$ cat src/hw/rtl/accumulator_cpu_step_top_defines.svh
// Assertion macros used by the accumulator machine controller.
`ifndef ACCUMULATOR_CPU_STEP_TOP_DEFINES_SVH
`define ACCUMULATOR_CPU_STEP_TOP_DEFINES_SVH

`ifndef SYNTHESIS
// Same-cycle implication, checked outside reset.
`define ACS_ASSERT_IMP(name, ante, cons) \
  name: assert property (@(posedge clk) disable iff (rst) (ante) |-> (cons)) \
    else $error("acs check failed");
// Next-cycle implication, checked outside reset.
`define ACS_ASSERT_NEXT(name, ante, cons) \
  name: assert property (@(posedge clk) disable iff (rst) (ante) |=> (cons)) \
    else $error("acs check failed");
`else
`define ACS_ASSERT_IMP(name, ante, cons)
`define ACS_ASSERT_NEXT(name, ante, cons)
`endif

`endif

$ cat src/hw/rtl/acs_pkg.sv
// Shared types and constants of the accumulator machine.
package acs_pkg;

  localparam int AddrW = 8;
  localparam int DataW = 8;
  localparam int MemDepth = 256;

  // Request operations.
  localparam logic [1:0] OP_WRITE = 2'd0;
  localparam logic [1:0] OP_READ  = 2'd1;
  localparam logic [1:0] OP_START = 2'd2;
  localparam logic [1:0] OP_STEP  = 2'd3;

  // Instruction opcodes; bit 7 marks an opcode that takes an operand address byte.
  localparam int         FetchBit   = 7;
  localparam logic [7:0] OPC_STOP   = 8'h01;
  localparam logic [7:0] OPC_RIGHT  = 8'h02;
  localparam logic [7:0] OPC_LEFT   = 8'h03;
  localparam logic [7:0] OPC_NOT    = 8'h04;
  localparam logic [7:0] OPC_AND    = 8'h81;
  localparam logic [7:0] OPC_OR     = 8'h82;
  localparam logic [7:0] OPC_XOR    = 8'h83;
  localparam logic [7:0] OPC_LOAD   = 8'h84;
  localparam logic [7:0] OPC_STORE  = 8'h85;
  localparam logic [7:0] OPC_ADD    = 8'h86;
  localparam logic [7:0] OPC_SUB    = 8'h87;
  localparam logic [7:0] OPC_GOTO   = 8'h88;
  localparam logic [7:0] OPC_IFZERO = 8'h89;

  localparam logic [7:0] ADDR_LAST = 8'hFF;

  // Memory read address selection.
  localparam logic [1:0] RSEL_REQ  = 2'd0;
  localparam logic [1:0] RSEL_PC   = 2'd1;
  localparam logic [1:0] RSEL_ADV  = 2'd2;
  localparam logic [1:0] RSEL_DATA = 2'd3;

  typedef struct packed {
    logic [1:0]       op;
    logic [AddrW-1:0] address;
    logic [DataW-1:0] data;
  } req_t;

  typedef struct packed {
    logic [DataW-1:0] accumulator;
    logic [AddrW-1:0] program_counter;
    logic             halted;
    logic             error_flag;
    logic [DataW-1:0] read_data;
  } rsp_t;

  // Commands from the controller to the datapath.
  typedef struct packed {
    logic [1:0] rsel;
    logic       mem_write;
    logic       load_start;
    logic       take_opc;
    logic       exec_short;
    logic       take_adr;
    logic       exec_long;
    logic       show_read;
    logic       finish;
  } cmd_t;

  // Status from the datapath to the controller.
  typedef struct packed {
    logic halted;
    logic fetch;
  } sts_t;

endpackage

$ cat src/hw/rtl/acs_ram.sv
// Generic single-port-write, single-port-read RAM with registered read data.
module acs_ram #(
  parameter int WIDTH = 8,
  parameter int DEPTH = 256
) (
  input  logic                     clk,
  input  logic                     we,
  input  logic [$clog2(DEPTH)-1:0] waddr,
  input  logic [WIDTH-1:0]         wdata,
  input  logic [$clog2(DEPTH)-1:0] raddr,
  output logic [WIDTH-1:0]         rdata
);

  logic [WIDTH-1:0] mem [DEPTH];

  // Write into the array; read data registered, so a read of the address being written returns the old content.
  always_ff @(posedge clk) begin
    if (we) begin
      mem[waddr] <= wdata;
    end
    rdata <= mem[raddr];
  end

endmodule

$ cat src/hw/rtl/acs_datapath.sv
// Datapath of the accumulator machine: registers, ALU and main memory.
module acs_datapath import acs_pkg::*; (
  input  logic clk,
  input  logic rst,
  input  req_t request,
  input  cmd_t cmd,
  output sts_t sts,
  output rsp_t result
);

  logic [DataW-1:0] acc, acc_next;
  logic [AddrW-1:0] pc, pc_next;
  logic             halt, halt_next;
  logic             err, err_next;
  logic [AddrW-1:0] nxt, nxt_next;
  logic [DataW-1:0] opc, opc_next;
  logic [AddrW-1:0] adr, adr_next;

  logic             mem_we;
  logic [AddrW-1:0] mem_waddr;
  logic [DataW-1:0] mem_wdata;
  logic [AddrW-1:0] mem_raddr;
  logic [DataW-1:0] rdata;

  logic [AddrW-1:0] pc_adv;
  logic [DataW:0]   sum9;
  logic [DataW:0]   diff9;

  assign pc_adv = pc + 8'd1;
  assign sum9   = {1'b0, acc} + {1'b0, rdata};
  assign diff9  = {1'b0, acc} - {1'b0, rdata};

  assign sts.halted = halt;
  assign sts.fetch  = rdata[FetchBit];

  // Read address selection for the memory.
  always_comb begin
    unique case (cmd.rsel)
      RSEL_REQ:  mem_raddr = request.address;
      RSEL_PC:   mem_raddr = pc;
      RSEL_ADV:  mem_raddr = pc_adv;
      RSEL_DATA: mem_raddr = rdata;
      default:   mem_raddr = request.address;
    endcase
  end

  // Writes come from a write request or from a STORE instruction.
  always_comb begin
    mem_we    = cmd.mem_write || (cmd.exec_long && (opc == OPC_STORE));
    mem_waddr = cmd.exec_long ? adr : request.address;
    mem_wdata = cmd.exec_long ? acc : request.data;
  end

  acs_ram #(
    .WIDTH (DataW),
    .DEPTH (MemDepth)
  ) u_mem (
    .clk   (clk),
    .we    (mem_we),
    .waddr (mem_waddr),
    .wdata (mem_wdata),
    .raddr (mem_raddr),
    .rdata (rdata)
  );

  // Next architectural and working state.
  always_comb begin
    acc_next  = acc;
    pc_next   = pc;
    halt_next = halt;
    err_next  = err;
    nxt_next  = nxt;
    opc_next  = opc;
    adr_next  = adr;

    if (cmd.load_start) begin
      acc_next  = '0;
      halt_next = 1'b0;
      err_next  = 1'b0;
      pc_next   = request.address;
    end

    // Opcode byte arrives; the counter moves past it.
    if (cmd.take_opc) begin
      opc_next = rdata;
      nxt_next = pc_adv;
      err_next = err || (pc == ADDR_LAST);
    end

    // Instructions without an operand address finish here.
    if (cmd.exec_short) begin
      pc_next = pc_adv;
      unique case (rdata)
        OPC_STOP:  halt_next = 1'b1;
        OPC_RIGHT: acc_next = {1'b0, acc[DataW-1:1]};
        OPC_LEFT:  acc_next = {acc[DataW-2:0], 1'b0};
        OPC_NOT:   acc_next = ~acc;
        default:   ;
      endcase
    end

    // Address byte arrives; the counter moves past it too.
    if (cmd.take_adr) begin
      adr_next = rdata;
      nxt_next = nxt + 8'd1;
      err_next = err || (nxt == ADDR_LAST);
    end

    // Operand byte arrives for instructions with an address.
    if (cmd.exec_long) begin
      pc_next = nxt;
      unique case (opc)
        OPC_AND:  acc_next = acc & rdata;
        OPC_OR:   acc_next = acc | rdata;
        OPC_XOR:  acc_next = acc ^ rdata;
        OPC_LOAD: acc_next = rdata;
        OPC_ADD: begin
          acc_next = sum9[DataW-1:0];
          err_next = err || sum9[DataW];
        end
        OPC_SUB: begin
          acc_next = diff9[DataW-1:0];
          err_next = err || diff9[DataW];
        end
        OPC_GOTO: pc_next = adr;
        OPC_IFZERO: begin
          if (acc == '0) begin
            pc_next = adr;
          end
        end
        default: ;
      endcase
    end
  end

  // Architectural registers.
  always_ff @(posedge clk) begin
    if (rst) begin
      acc  <= '0;
      pc   <= '0;
      halt <= 1'b0;
      err  <= 1'b0;
    end else begin
      acc  <= acc_next;
      pc   <= pc_next;
      halt <= halt_next;
      err  <= err_next;
    end
  end

  // Working registers and the result register.
  always_ff @(posedge clk) begin
    nxt <= nxt_next;
    opc <= opc_next;
    adr <= adr_next;
    if (cmd.finish) begin
      result.accumulator     <= acc_next;
      result.program_counter <= pc_next;
      result.halted          <= halt_next;
      result.error_flag      <= err_next;
      result.read_data       <= cmd.show_read ? rdata : '0;
    end
  end

endmodule

$ cat src/hw/rtl/acs_ctrl.sv
// Controller state machine that sequences each request of the accumulator machine.
`include "accumulator_cpu_step_top_defines.svh"
module acs_ctrl import acs_pkg::*; (
  input  logic       clk,
  input  logic       rst,
  input  logic       start,
  input  logic [1:0] op,
  input  sts_t       sts,
  output cmd_t       cmd,
  output logic       busy,
  output logic       done
);

  localparam logic [2:0] ST_IDLE = 3'd0;
  localparam logic [2:0] ST_READ = 3'd1;
  localparam logic [2:0] ST_DEC  = 3'd2;
  localparam logic [2:0] ST_ADR  = 3'd3;
  localparam logic [2:0] ST_OPR  = 3'd4;

  logic [2:0] state, state_next;

  assign busy = (state != ST_IDLE);

  // Command decode and next state.
  always_comb begin
    cmd        = '0;
    state_next = state;
    unique case (state)
      ST_IDLE: begin
        if (start) begin
          unique case (op)
            OP_WRITE: begin
              cmd.mem_write = 1'b1;
              cmd.finish    = 1'b1;
            end
            OP_READ: begin
              cmd.rsel   = RSEL_REQ;
              state_next = ST_READ;
            end
            OP_START: begin
              cmd.load_start = 1'b1;
              cmd.finish     = 1'b1;
            end
            OP_STEP: begin
              if (sts.halted) begin
                cmd.finish = 1'b1;
              end else begin
                cmd.rsel   = RSEL_PC;
                state_next = ST_DEC;
              end
            end
            default: ;
          endcase
        end
      end
      ST_READ: begin
        cmd.show_read = 1'b1;
        cmd.finish    = 1'b1;
        state_next    = ST_IDLE;
      end
      ST_DEC: begin
        cmd.take_opc = 1'b1;
        if (sts.fetch) begin
          cmd.rsel   = RSEL_ADV;
          state_next = ST_ADR;
        end else begin
          cmd.exec_short = 1'b1;
          cmd.finish     = 1'b1;
          state_next     = ST_IDLE;
        end
      end
      ST_ADR: begin
        cmd.take_adr = 1'b1;
        cmd.rsel     = RSEL_DATA;
        state_next   = ST_OPR;
      end
      ST_OPR: begin
        cmd.exec_long = 1'b1;
        cmd.finish    = 1'b1;
        state_next    = ST_IDLE;
      end
      default: state_next = ST_IDLE;
    endcase
  end

  // State and result strobe.
  always_ff @(posedge clk) begin
    if (rst) begin
      state <= ST_IDLE;
      done  <= 1'b0;
    end else begin
      state <= state_next;
      done  <= cmd.finish;
    end
  end

  // A step on a running machine always goes on to fetch its opcode.
  `ACS_ASSERT_NEXT(a_step_fetches, start && !busy && (op == OP_STEP) && !sts.halted, busy)
  // The operand phase only follows the address phase.
  `ACS_ASSERT_IMP(a_opr_after_adr, state == ST_OPR, $past(state) == ST_ADR)
  // Every finished request raises done in the next cycle.
  `ACS_ASSERT_NEXT(a_finish_done, cmd.finish, done)

endmodule

$ cat src/hw/rtl/accumulator_cpu_step_top.sv
// Top level of the 8-bit accumulator machine with its 256-byte memory.
// Write, start and a step while halted finish in the accepting state; a read goes through READ,
// an instruction without an operand through DEC, and one with an operand through DEC, ADR and OPR.
// The next request is taken at the edge that ends the done cycle of the previous one,
// and a step makes up to three reads through the single read port, then executes.
// Synchronous reset clears accumulator, counter, halted and error; memory keeps its content.
// The result is shown for one cycle with done high; the receiver cannot stall it.
module accumulator_cpu_step_top import acs_pkg::*; (
  input  logic clk,
  input  logic rst,
  input  logic start,
  input  req_t request,
  output logic busy,
  output logic done,
  output rsp_t result
);

  cmd_t cmd;
  sts_t sts;

  acs_ctrl u_ctrl (
    .clk   (clk),
    .rst   (rst),
    .start (start),
    .op    (request.op),
    .sts   (sts),
    .cmd   (cmd),
    .busy  (busy),
    .done  (done)
  );

  acs_datapath u_dp (
    .clk     (clk),
    .rst     (rst),
    .request (request),
    .cmd     (cmd),
    .sts     (sts),
    .result  (result)
  );

endmodule
$ cat config.mk
export PLATFORM = sky130hd
export DESIGN_NAME = accumulator_cpu_step_top
export DESIGN_NICKNAME = d
export VERILOG_FILES = /design/src/hw/rtl/acs_pkg.sv /design/src/hw/rtl/acs_ram.sv /design/src/hw/rtl/acs_datapath.sv /design/src/hw/rtl/acs_ctrl.sv /design/src/hw/rtl/accumulator_cpu_step_top.sv
export VERILOG_INCLUDE_DIRS = /design/src /design/src/hw/rtl
export SDC_FILE = /design/constraint.sdc
export NUM_CORES = 2
export LEC_CHECK = 0
export ABC_AREA = 0
export BUFFER_PORTS_ARGS = -buffer_cell sky130_fd_sc_hd__buf_2
export CAP_MARGIN = 5
export CELL_PAD_IN_SITES_DETAIL_PLACEMENT = 1
export CELL_PAD_IN_SITES_GLOBAL_PLACEMENT = 1
export CORE_ASPECT_RATIO = 0.5
export CORE_MARGIN = 2
export CORE_UTILIZATION = 55
export CTS_BUF_LIST = sky130_fd_sc_hd__clkbuf_4 sky130_fd_sc_hd__clkbuf_8 sky130_fd_sc_hd__clkbuf_16
export DETAILED_ROUTE_END_ITERATION = 8
export GPL_ROUTABILITY_DRIVEN = 0
export GPL_TIMING_DRIVEN = 0
export PLACE_DENSITY = 0.77
export REMOVE_ABC_BUFFERS = 1
export SYNTH_ARGS = -nofsm -noshare
export SYNTH_HDL_FRONTEND = slang
export SYNTH_HIERARCHICAL = 1
export SYNTH_SLANG_ARGS = --single-unit
export TNS_END_PERCENT = 20
$ cat constraint.sdc
create_clock -name clk -period 13.7 [get_ports clk]
set_clock_uncertainty 0.05 [all_clocks]
set_input_delay 2.74 -clock clk [delete_from_list [all_inputs] [get_ports clk]]
set_output_delay 2.74 -clock clk [all_outputs]
set_load 0.05 [all_outputs]
==> impl_metrics.yaml <==
timing:
  final.period_utilization_pct: 66.2
  rsz0062_at_grt: "false"
  final_max_slew_viol_count: 0
  setup_viol: 0
  fmax_mhz: 110
  worst_pin_slew_ns: 1.40
  slew_headroom_pct: 6.61
  hold_viol_final: 0
  timing.final.crit_period_ns: 9.07
worst_setup_path:
  crit_path_max_fanout: 18
  startpoint_type: "input pin"
  crit_path_frequent_cell: "buf_12"
  reg2reg_from: "u_ctrl/state[2]"
  cp_slowest_stage_delay_ns: 0.96
  worstSetupEndpointType: "flip-flop"
  critPathBufInv: 7
  path_depth: 18
  critPathSlowestCell: "nor3_1"
  rr_worst_depth: 17
  cp.arrival_ns: 9.59
  crit_chain: "buf_2, or4b_4, or3_1, a21oi_2, a211oi_1, a21oi_4, buf_12, buf_12, buf_16, buf_12, buf_12, buf_12, mux4_2, a22o_1, a221oi_1, o32ai_1, nor3_1, nor4_1"
  critPathKind: "in2reg"
  crit_family: "compound AO/OA/AOI/OAI gates"
  r2r_setup_slack_ns: 6.06
  r2r-end: "u_dp/u_mem/rdata[3]"
  required_ns: 14.22
finish:
  fin_cells: 6535
  fin_nets: 4380
  multi_input_area_mm2: 0.0197
  final_common_cell: "edfxtp_1"
  drive_gt1_share_pct: 21.6
  nFillCells: 12480
  ff_latch_area_mm2: 0.0636
  fin_util_pct: 61.9
  final_cell_mix: "edfxtp_1 (2,098), mux4_2 (457), nor2_1 (320), clkbuf_16 (184), mux2i_1 (159)"
  area_delta_synth_final_pct: 11.3
synthesis:
  synth_area_leaders: "edfxtp_1 (74%), mux4_2 (12%), mux2i_1 (1.9%)"
  syn_inst: 4262
  avgSynthCellArea_um2: 19.9
  ys_warn_count: 6
  synth_top_family_by_area: "multiplexers"
  ys_types: 88
  yosys-mux-area-fraction_pct: 14.4
  synth-seq-area-share_pct: 75.1
  synth_top_cell_area_share_pct: 74.4
  synth-async-reset-ratio_pct: 0
  synthSimpleGateAreaFrac_pct: 3.57
  synth_edf_count: 2098
  synth_xor_area_share_pct: 0.155
  synth_fa_ha_area_share_pct: 0.431
  synthFlopType: "edfxtp_1"
  synth_compound_area_share_pct: 4.32
  synth.cell_area_mm2: 0.0847
  yosys.area.top_type: "edfxtp_1"
  ys_seq_elements: 2128
hold_path:
  hp-start: "u_dp/halt"
  whs_endpoint: "u_dp/result[9]"
  hold_depth: 1
  holdCritPathClass: "reg2reg"
clock_tree:
  hold_buffers: 0
  clk_latency_ns: 0.82
  cts_buffer_depth: 3
  root_buffer: "clkbuf_16"
  htreeDepth: 4
  cts_setup_buffers: 0
  numCtsBuffers: 180
  tritoncts: "built"
  cts_sinks: 2128
  ctsResizeCount: 0
  clkSlewWorstSetupHoldPaths_ns: 0.06
grt:
  grt_usage_pct: 29.8
  met1_usage_pct: 41.5
  grt-busiest-layer: "met2"
  grt_pass1_vias: 46164
  grt_max_degree: 145
  antenna_found_initial: 11
  grt_pass1_wl_mm: 337
  grt_use_met2_pct: 46.7
  grt-ovfl-total: 0
  use_met3_pct: 7.74
job:
  max_cap_violations: 0
route:
  drtIter0Drc: 5926
  drcViolationCount: 0
  via_per_inst: 6.90
  final_antenna_net_count: 0
  wl_per_cell_um: 35.5
  wl_mm: 232
  vias: 45060
  dr.pass1.iters: 6
status:
  status: "finished, final reports clean"
power:
  irDropWorstVdd_mv: 0.0943
  cellPowerDensity_mw_per_mm2: 143
  p_leak_nw: 29.1
  power.total_mw: 13.5
die:
  fp.dieW_um: 559
  num_rows: 101
  io_pins: 49
  start_util_pct: 55.6
  die_area_mm2: 0.157
  fp.dieH_um: 282
  core_mm2: 0.152
place:
  io_buffers: 48
  place_inst: 6207
  dpl.hpwl_mm: 144
[final cells by class]
type	count	area share, %
multi-input cells	1836	20.9
clock inverters	101	0.913
flip-flops and latches	2128	67.5
inverters	32	0.127
clock buffers	221	5.21
repair buffers	153	2.62
well taps	2060	2.73
diodes	4	0.0106
[flip-flops by register name, indices dropped and copies added (netlist names), 3 cells and up]
register          count
u_dp/adr              8
u_dp/result          26
u_dp/acc              8
u_dp/u_mem/mem     2048
u_dp/opc              8
u_dp/nxt              8
u_dp/pc               8
u_dp/u_mem/rdata      8
u_ctrl/state          3
[worst max-delay path by stage]
| stage | endpoint | slack [ns] | startpoint |
|---|---|---|---|
| 6_report | u_dp/u_mem/rdata[3] | 4.63 | start |
| 5_1_grt | u_dp/u_mem/rdata[3] | 4.46 | start |
| 4_1_cts | u_dp/u_mem/rdata[3] | 4.55 | start |
| 3_5_place_dp | u_dp/u_mem/rdata[3] | 3.75 | start |
| 3_3_place_gp | u_dp/u_mem/rdata[1] | -68.15 | start |
| 2_1_floorplan | u_dp/u_mem/rdata[1] | -44.87 | start |
[metal layers]
metal | up-vias | wire, µm
met5 | - | 111
met1 | 23965 | 88600
met3 | 461 | 26900
met2 | 2837 | 109000
li1 | 17781 | -
met4 | 16 | 7580
[cells in the mapped netlist (22+ instances only)]
cell type and count:
buf_4 28, dfxtp_1 30, mux2i_1 159, clkbuf_1 137
inv_1 30, buf_1 26, buf_6 22, nor3_1 33
nor4_1 28, mux4_2 461, ha_1 26, nand2_1 52
nor2_1 323, o21ai_0 29, a22oi_1 134, nor2b_1 49
nand3_1 48, o221ai_1 49, o22ai_1 32, a21oi_1 130
edfxtp_1 2098, a211oi_1 27, buf_2 32
[power by group]
part           internal, mW  leakage (nW)  switching [mW]
logic                 0.412          7.12           0.709
registers              7.17          19.1          0.0507
clock network          2.79          2.90            2.34
[metrics by stage]
step           hold WS [ns]  worst slack, ns  area [µm²]  setup TNS (ns)
2_1_floorplan         0.468           -44.87       83100         -342.74
3_3_place_gp          0.550           -68.15       85900         -527.85
3_5_place_dp          0.549             3.75       88500               0
4_1_cts               0.566             4.55       94200               0
5_1_grt               0.593             4.46       94300               0
6_report              0.568             4.63       94300               0
[cells by family after synthesis]
kind of cell,count (synthesis)
AOI/OAI and AO/OA,521
adders and majority gates,28
muxes,640
DFF,2128
and+or+nand+nor,632
buffers and inverters,298
xor gates and xnor gates,15
No activity file was read; power rests on OpenSTA's default activity.
